### config.mk
export PLATFORM = sky130hd
export DESIGN_NAME = vtda_ram
export DESIGN_NICKNAME = d
export VERILOG_FILES = /design/src/rtl/vtda_ram.sv
export SDC_FILE = /design/constraint.sdc
export NUM_CORES = 2
export LEC_CHECK = 0
export BUFFER_PORTS_ARGS = -buffer_cell sky130_fd_sc_hd__buf_2
export CORE_ASPECT_RATIO = 1.4
export CORE_MARGIN = 1
export CORE_UTILIZATION = 40
export DETAILED_ROUTE_END_ITERATION = 6
export GPL_TIMING_DRIVEN = 0
export PLACE_DENSITY_LB_ADDON = 0.1
export SYNTH_ARGS = -nofsm -noshare
export SYNTH_HDL_FRONTEND = slang
export SYNTH_SLANG_ARGS = --single-unit
### constraint.sdc
create_clock -name clk -period 3.2 [get_ports clk]
set_input_delay 0.16 -clock clk [delete_from_list [all_inputs] [get_ports clk]]
set_output_delay 0.16 -clock clk [all_outputs]
set_load 0.02 [all_outputs]
### src/rtl/vtda_ram.sv
module vtda_ram #(
	parameter int WIDTH = 32,
	parameter int DEPTH = 64
) (
	input  logic                     clk,
	input  logic                     we,
	input  logic [$clog2(DEPTH)-1:0] waddr,
	input  logic [WIDTH-1:0]         wdata,
	input  logic                     re,
	input  logic [$clog2(DEPTH)-1:0] raddr,
	output logic [WIDTH-1:0]         rdata
);

	logic [WIDTH-1:0] mem_q [DEPTH];

	// Write port and registered read port
	always_ff @(posedge clk) begin
		if (we) begin
			mem_q[waddr] <= wdata;
		end
		if (re) begin
			rdata <= mem_q[raddr];
		end
	end

endmodule

==> impl_metrics.ini <==
[floorplanning]
core_sq_mm = 0.196
io_pins = 79
row_count = 192
die_x_um = 377
start_util_pct = 40.3
dieArea_sq_mm = 0.199
die_y_um = 527

[setup_path]
critPathMaxFanout = 10
cp-start-kind = input pin
worstPathArrival_ns = 4.01
slowest_stage = clkbuf_1
path_cells = buf_2 > buf_2 > clkbuf_1 > mux4_2 > mux4_2 > o22ai_1 > nor2_1
required_ns = 3.73
worstSetupPathType = in -> reg
critical_path.max_stage_delay_ns = 0.99
rrSetupSlack_ns = 0.24
critPathCaptureType = flip-flop

[clock_tree]
cts_tree = yes
root_buffer = clkbuf_16
cts_buffers = 207
clkSinkCount = 2080
clk_path_buf_depth = 4
clk_latency_ns = 0.87
clkTransAtPathRegs_ns = 0.06
htree_levels = 4
cts_setup_buffers = 0

[finish]
final_net_count = 3746
layout_commonest_cell = edfxtp_1
mostFrequentLayoutCells = edfxtp_1 (2080), mux4_2 (544), clkbuf_16 (211)
fillCellCount = 16122
multi_input_area_sq_mm = 0.0160
area_delta_synth_final_pct = 16.1
seq_area_sq_mm = 0.0625
drive_gt1_share_pct = 30.1

[synth]
synth_xor_area_share_pct = 0
synth_mux_area_share_pct = 16.7
synthAdderAreaFrac_pct = 0
ys_ff_latch = 2080
synth_top_flop_cell = edfxtp_1
synth_top_family_by_area = multiplexers
synth-edff-count = 2080
yosys.area_share.simple_pct = 1.26
ys_types = 33
synth_top_area_share_pct = 79.2
yosys.area.top_type = edfxtp_1
seq_area_frac_synth_pct = 79.2
async_flop_share_pct = 0
postSynthAreaPerCell_sq_um = 23.7
synth.area.top_cells = edfxtp_1 (79%), mux4_2 (16%), mux2i_1 (1.2%)
yosys_warnings = 0
syn_area_sq_mm = 0.0788
synth_fp_nets = 3371
synth-compound-area-share_pct = 1.67
syn_inst = 3324

[route]
post_drt_wl_per_cell_um = 39.5
drt-initial-drc-count = 4847
viasPerCell = 5.92
drc = 0
postRouteAntennaNets = 0
dr.pass1.iters = 6
wl_um = 256000
vias = 38427

[global_routing]
grt_pass1_wl_um = 343000
grt-ovfl-total = 0
antenna_found_initial = 30
grt_usage_pct = 26.0
grt_pass1_vias = 39619
grt_max_degree = 65

[timing]
hold_violations = 7
final_max_slew_viol_count = 0
max_slew_margin_pct = 4.04
holdWs_ns = -0.0182
setup_tns_ns = -0.916
finalSetupViolations = 12
period_share_pct = 109
tightest_slew_ns = 1.44
rsz0062_at_grt = true
max_freq_ghz = 0.287
fin_skew_ns = 0.0441
fin_crit_ns = 3.49
fin_ws_ns = -0.286

[run_status]
status = finished, violations left
violations = negative hold slack, negative setup slack

[job]
cap_viol_max_count = 0

[pwr]
power_density_mw_per_mm2 = 631
vdd.ir_drop.worst_uv = 410
p_leak_uw = 0.0283

[placed_design]
io_buffers = 70
dp_hpwl_um = 170000
routabilityCongestion = 0.947

[hold_path]
min_path_type = in -> reg
-- synth_stat cells, types with 21 or more instances --
| cell | number |
|---|---|
| edfxtp_1 | 2080 |
| mux4_2 | 544 |
| nor2_1 | 137 |
| mux2i_1 | 93 |
| o22ai_1 | 84 |
| clkbuf_1 | 74 |
| a21oi_1 | 62 |
| buf_2 | 57 |
| o221ai_1 | 27 |
| nand2_1 | 26 |
| buf_4 | 25 |
| buf_1 | 21 |
-- flip-flops by register name (all words and copies together) (netlist names) --
name,flops
rdata,32
mem_q,2048
-- through the flow --
step / worst slack (ns) / power [uW] / util, % / area (sq um) / std cells
6_report: -0.286 / 57800 / 46.8 / 91500 / 6486
3_5_place_dp: -1.43 / 34200 / 43.3 / 84700 / 6094
5_1_grt: -0.111 / 59100 / 46.8 / 91500 / 6483
2_1_floorplan: 0.388 / 32400 / - / 78800 / 3324
4_1_cts: 0.00343 / 58100 / 46.7 / 91300 / 6470
3_3_place_gp: -2.23 / 34100 / 42.2 / 82500 / 6013
-- area by class of cell --
cell class	instances	share of cell area, %
buffer	180	1.03
sequential	2080	68.2
antenna	5	0.0137
clock inverter	114	1.20
clock buffer	258	5.96
timing repair buffer	168	2.49
tap	2619	3.58
multi-input combinational	1062	17.5
-- worst max-delay path: cells and delay by family --
| kind | cells | cell delay, ns |
|---|---|---|
| buffers and inverters | 3 | 1.60 |
| multiplexers | 2 | 1.02 |
| AO/OA/AOI/OAI | 1 | 0.93 |
| AND/OR/NAND/NOR | 1 | 0.26 |
-- layer usage --
layer	GRT usage (%)	share of wire, %	vias to the layer above
met5	0	0.050	-
met4	11.6	5.1	20
met3	4.89	7.3	473
met2	45.3	52	1777
met1	31.3	36	21086
li1	-	-	15071
-- kinds of logic (layout without fill, tap and decap cells) --
group	after synthesis	count (layout)
AO/OA/AOI/OAI	202	202
flip-flops	2080	2080
other	0	5
AND/OR/NAND/NOR	223	223
multiplexers	637	637
buffers and inverters	182	720
-- path summary, 6_finish.rpt --
kind / startpoint / endpoint / depth (start not counted)
worst max register to register: mem_q[11][22]$_DFFE_PP_ / rdata[22]$_DFFE_PP_ / 4
worst min-delay path: wdata[10] / mem_q[49][10]$_DFFE_PP_ / 1
worst min register to register: mem_q[12][20]$_DFFE_PP_ / rdata[20]$_DFFE_PP_ / 4
worst max-delay path: raddr[1] / rdata[11]$_DFFE_PP_ / 7
-- power breakdown --
part           switching (uW)  internal, uW
combinational            2340          1040
clock                   10300         13800
sequential               51.7         30200
total                   12700         45100
-- timing repair --
action	4_1_cts	5_1_grt
gates resized for setup	19	24
endpoints found under the setup margin	14	12
hold buffers	6	10
hold endpoints to repair	186	291
Note: power is estimated with default switching activity, not from simulation.
