<file path="src/rtl/vtda_pkg.sv">
package vtda_pkg;

	// Store sizes
	localparam int MAX_ROWS   = 64;
	localparam int MAX_COLS   = 64;
	localparam int MAX_SLICES = 8;

	localparam int ACC_DEPTH = MAX_SLICES * MAX_COLS;
	localparam int ACC_AW    = $clog2(ACC_DEPTH);
	localparam int VEC_AW    = $clog2(MAX_ROWS);

	// Field widths
	localparam int OP_W     = 2;
	localparam int SLICE_W  = 3;
	localparam int ROW_W    = 6;
	localparam int COL_W    = 6;
	localparam int VAL_W    = 32;
	localparam int ACC_W    = 48;
	localparam int STATUS_W = 2;
	localparam int PROD_W   = 2 * VAL_W;

	// Configuration register widths
	localparam int SLICES_CFG_W = 4;
	localparam int ROWS_CFG_W   = 7;
	localparam int COLS_CFG_W   = 7;
	localparam int CFG_IDX_W    = 2;
	localparam int CFG_DATA_W   = 7;

	// Stream packing
	localparam int S_TDATA_W = 48;
	localparam int M_TDATA_W = 56;

	localparam logic signed [ACC_W-1:0] ACC_MAX = {1'b0, {(ACC_W-1){1'b1}}};
	localparam logic signed [ACC_W-1:0] ACC_MIN = {1'b1, {(ACC_W-1){1'b0}}};

	typedef enum logic [OP_W-1:0] {
		OP_LOAD  = 2'd0,
		OP_ACC   = 2'd1,
		OP_READ  = 2'd2,
		OP_CLEAR = 2'd3
	} op_t;

	typedef enum logic [STATUS_W-1:0] {
		ST_OK    = 2'd0,
		ST_RANGE = 2'd1,
		ST_SAT   = 2'd2
	} status_t;

	typedef enum logic [CFG_IDX_W-1:0] {
		CFG_SLICES = 2'd0,
		CFG_ROWS   = 2'd1,
		CFG_COLS   = 2'd2
	} cfg_idx_t;

	// Stage enables for the multiply-accumulate datapath
	typedef struct packed {
		logic mul_en;
		logic rnd_en;
	} mac_ctl_t;

endpackage

</file>
<file path="src/rtl/vtda_mac.sv">
module vtda_mac (
	input  logic                                  clk,
	input  vtda_pkg::mac_ctl_t                    ctl,
	input  logic signed [vtda_pkg::VAL_W-1:0]     vec,
	input  logic signed [vtda_pkg::VAL_W-1:0]     value,
	input  logic signed [vtda_pkg::ACC_W-1:0]     acc,
	output logic signed [vtda_pkg::ACC_W-1:0]     sum,
	output logic                                  sat
);
	import vtda_pkg::*;

	logic signed [PROD_W-1:0] prod_s1;
	logic signed [PROD_W-1:0] rounded;
	logic signed [ACC_W-1:0]  term_s2;
	logic signed [ACC_W:0]    wide_sum;

	// Q16.16 times Q16.16 into a Q32.32 product
	always_ff @(posedge clk) begin
		if (ctl.mul_en) begin
			prod_s1 <= vec * value;
		end
	end

	// Round half up to Q32.16
	assign rounded = (prod_s1 + PROD_W'(32768)) >>> 16;

	always_ff @(posedge clk) begin
		if (ctl.rnd_en) begin
			term_s2 <= rounded[ACC_W-1:0];
		end
	end

	// Add and clamp to the 48-bit range
	assign wide_sum = {acc[ACC_W-1], acc} + {term_s2[ACC_W-1], term_s2};
	assign sat      = wide_sum[ACC_W] != wide_sum[ACC_W-1];

	always_comb begin
		if (!sat) begin
			sum = wide_sum[ACC_W-1:0];
		end else if (wide_sum[ACC_W]) begin
			sum = ACC_MIN;
		end else begin
			sum = ACC_MAX;
		end
	end

endmodule

</file>
<file path="config.mk">
export PLATFORM = sky130hd
export DESIGN_NAME = vtda_mac
export DESIGN_NICKNAME = d
export VERILOG_FILES = /design/src/rtl/vtda_pkg.sv /design/src/rtl/vtda_mac.sv
export SDC_FILE = /design/constraint.sdc
export NUM_CORES = 2
export LEC_CHECK = 0
export BUFFER_PORTS_ARGS = -buffer_cell sky130_fd_sc_hd__buf_2
export CORE_MARGIN = 2
export CORE_UTILIZATION = 50
export CTS_CLUSTER_DIAMETER = 200
export DETAILED_ROUTE_END_ITERATION = 7
export GPL_TIMING_DRIVEN = 0
export PLACE_DENSITY = 0.68
export SKIP_LAST_GASP = 1
export SYNTH_ARGS = -nofsm -noshare
export SYNTH_HDL_FRONTEND = slang
export SYNTH_SLANG_ARGS = --single-unit
</file>
<file path="constraint.sdc">
create_clock -name clk -period 7.7 [get_ports clk]
set_clock_uncertainty 0.2 [all_clocks]
set_input_delay 0.385 -clock clk [delete_from_list [all_inputs] [get_ports clk]]
set_output_delay 0.385 -clock clk [all_outputs]
set_load 0.01 [all_outputs]
</file>
==> qor.csv <==
metric,value,unit
grt_usage,37.0,%
yosysSeqAreaShare,6.93,%
finalWirelength,155000,µm
fin_cells,5769,
cts_tree,built,
required,7.56,ns
viasPerCell,5.64,
drc_errors,0,
startpoint_type,input port,
firstDrtPassIters,6,
synthDistinctLibCells,61,
worstMarginPinSlew,1.15,ns
max-cap-violations,0,
synth_seq_cells,97,
syn_inst,4401,
io_buffers,163,
synthArstFlopShare,0,%
r2r-start,prod_s1[17]$_DFFE_PP_,
final_nets,6100,
coreArea,83400,µm²
synth_mux_area_share,0.0238,%
num_rows,106,
max_slew_margin,22.7,%
worstSetupStartpoint,vec[18],
clock-sinks,97,
yosysWarnings,0,
status,"finished, violations left",
dieArea,86400,µm²
die_y,294,µm
grt_pass1_vias,34500,
post_synth_instance_area,42000,µm²
synth_top_area_share,51.5,%
layout-drive-gt1-share,14.1,%
rsz0062_at_grt,yes,
post-synth-top-area-cell,fa_1,
die_w,294,µm
synth-main-ff-cell,edfxtp_1,
hold_start,prod_s1[20]$_DFFE_PP_,
via_count,32500,
placed_cells,5644,
ant_nets,0,
h-tree-depth,3,
max_clock_freq,130,MHz
synth_edf_count,97,
area_growth_syn_to_layout,14.5,%
io-pin-count,164,
setup_ws,-0.0193,ns
final_cell_mix,"fa_1 (1,036), inv_1 (991), nand2_1 (532)",
path_class,in -> reg,
ctsRootBufferMaster,clkbuf_16,
dpl.hpwl,129000,µm
synth_top_family_by_area,adder cells,
syn_nets,5827,
violations,setup timing,
arrival,7.58,ns
place_congestion,1.10,
grt_first_pass_wirelength,227000,µm
yosys.area_share.simple,15.4,%
maxSlewViolCount,0,
synth_xor_area_share,3.11,%
initial_core_util,50.4,%
clockBufferDepth,2,
final_common_cell,fa_1,
drt_iter0_markers,3146,
synth_compound_area_share,4.88,%
routedWlPerCell,26.9,µm
grt-ovfl-total,0,
crit_path_end_kind,flip-flop,
synthTopCellsByArea,"fa_1 (52%), inv_1 (9.1%), and2_1 (7.8%)",
clk_latency,0.35,ns
synth_area_per_cell,9.55,µm²
finalHoldViolCount,0,
fin_crit_sh,100,%
cp_max_fo,9,
antenna_found_initial,14,
cts_made_buffers,9,
synth_fa_ha_area_share,58.7,%
clk_pin_slew,0.07,ns
hold_class,reg -> reg,
post-route-min-period,7.72,ns
setup_viol,2,
grt_max_degree,50,
cell usage after synthesis, types with 4 or more instances:
library cell,instances
inv_1,1017
edfxtp_1,97
clkbuf_1,201
a211o_1,5
a21oi_1,100
fa_1,1082
and4_1,4
xnor2_1,102
xor2_1,44
a211oi_1,8
and3_1,23
o21ai_0,44
buf_2,8
o31ai_1,5
nor2b_1,14
maj3_1,10
o21ai_1,28
and2_1,525
nor3_1,13
nand2_1,539
nand2b_1,22
nand4_1,26
ha_1,229
a31oi_1,8
nor2_1,79
nand3_1,30
a21o_1,66
a221o_1,4
o21a_1,8
o21bai_1,14
state kept, by name, summed over array words and instances, names as in the netlist:
name / count
term_s2: 48
prod_s1: 49
timing repair:
action	4_1_cts	5_1_grt
setup endpoints to repair	39	20
resized for setup	604	181
setup buffers	62	40
pin swaps	74	77
hold buffers	0	0
worst max-delay path: stages:
cell and delay (ns):
buf_4 0.16, clkbuf_16 0.18, and2_1 0.17, fa_1 0.52, fa_1 0.62, inv_2 0.06, fa_1 0.53, fa_1 0.57
inv_1 0.07, fa_1 0.55, fa_1 0.44, fa_1 0.51, inv_1 0.05, fa_1 0.47, inv_1 0.06, ha_4 0.27
a21oi_2 0.20, o21ai_4 0.10, a211oi_4 0.31, a211o_4 0.18, a31oi_4 0.12, a21oi_4 0.26, o21bai_4 0.09, a211o_1 0.36
a21oi_2 0.19, xnor2_2 0.11
metal layers:
layer	global-route usage, %	vias to the layer above	share of wire (%)
met1	50.1	16600	39
met5	0	-	0.0084
met2	54.7	2072	42
met3	13.2	355	14
li1	-	13500	-
met4	14.1	2	4.6
stage by stage:
stage / hold slack [ns] / setup WS, ns / TNS [ns] / utilization (%) / area, µm²
after floorplan: 0.297 / 0.0131 / 0 / - / 42000
after global placement: 0.349 / -2.33 / -50.99 / 53.0 / 44200
after detailed placement: 0.357 / -2.41 / -54.73 / 53.0 / 44200
after CTS: 0.368 / -0.0103 / -0.0103 / 56.7 / 47300
after global routing: 0.396 / -0.146 / -0.900 / 57.6 / 48100
final: 0.371 / -0.0193 / -0.0359 / 57.7 / 48100
kinds of logic after synthesis:
family,count (synthesis)
multiplexers,1
AND/OR/NAND/NOR,1288
buffers and inverters,1226
XOR/XNOR,147
AO/OA/AOI/OAI,319
adder cells (fa/ha/maj),1323
flip-flops,97
cell type report:
cell class | count | area, µm²
Inverter | 1017 | 3830
Multi-Input combinational cell | 3078 | 35300
Fill cell | 7343 | 35300
Sequential cell | 97 | 2910
Clock buffer | 9 | 225
Tap cell | 1080 | 1350
Antenna cell | 10 | 25.0
Clock inverter | 7 | 75.1
Buffer | 206 | 2620
Timing Repair Buffer | 265 | 1760
path summary, 6_finish.rpt:
check / to / slack [ns] / depth (start not counted)
worst max-delay path: prod_s1[63]$_DFFE_PP_ / -0.02 / 26
worst min register to register: term_s2[4]$_DFFE_PP_ / 0.37 / 1
worst min-delay path: term_s2[4]$_DFFE_PP_ / 0.37 / 1
worst max register to register: term_s2[44]$_DFFE_PP_ / 4.32 / 8
Power is left out: the tool's default activity adds up to more than one toggle a clock period on the data nets, which glitch-free logic cannot reach.
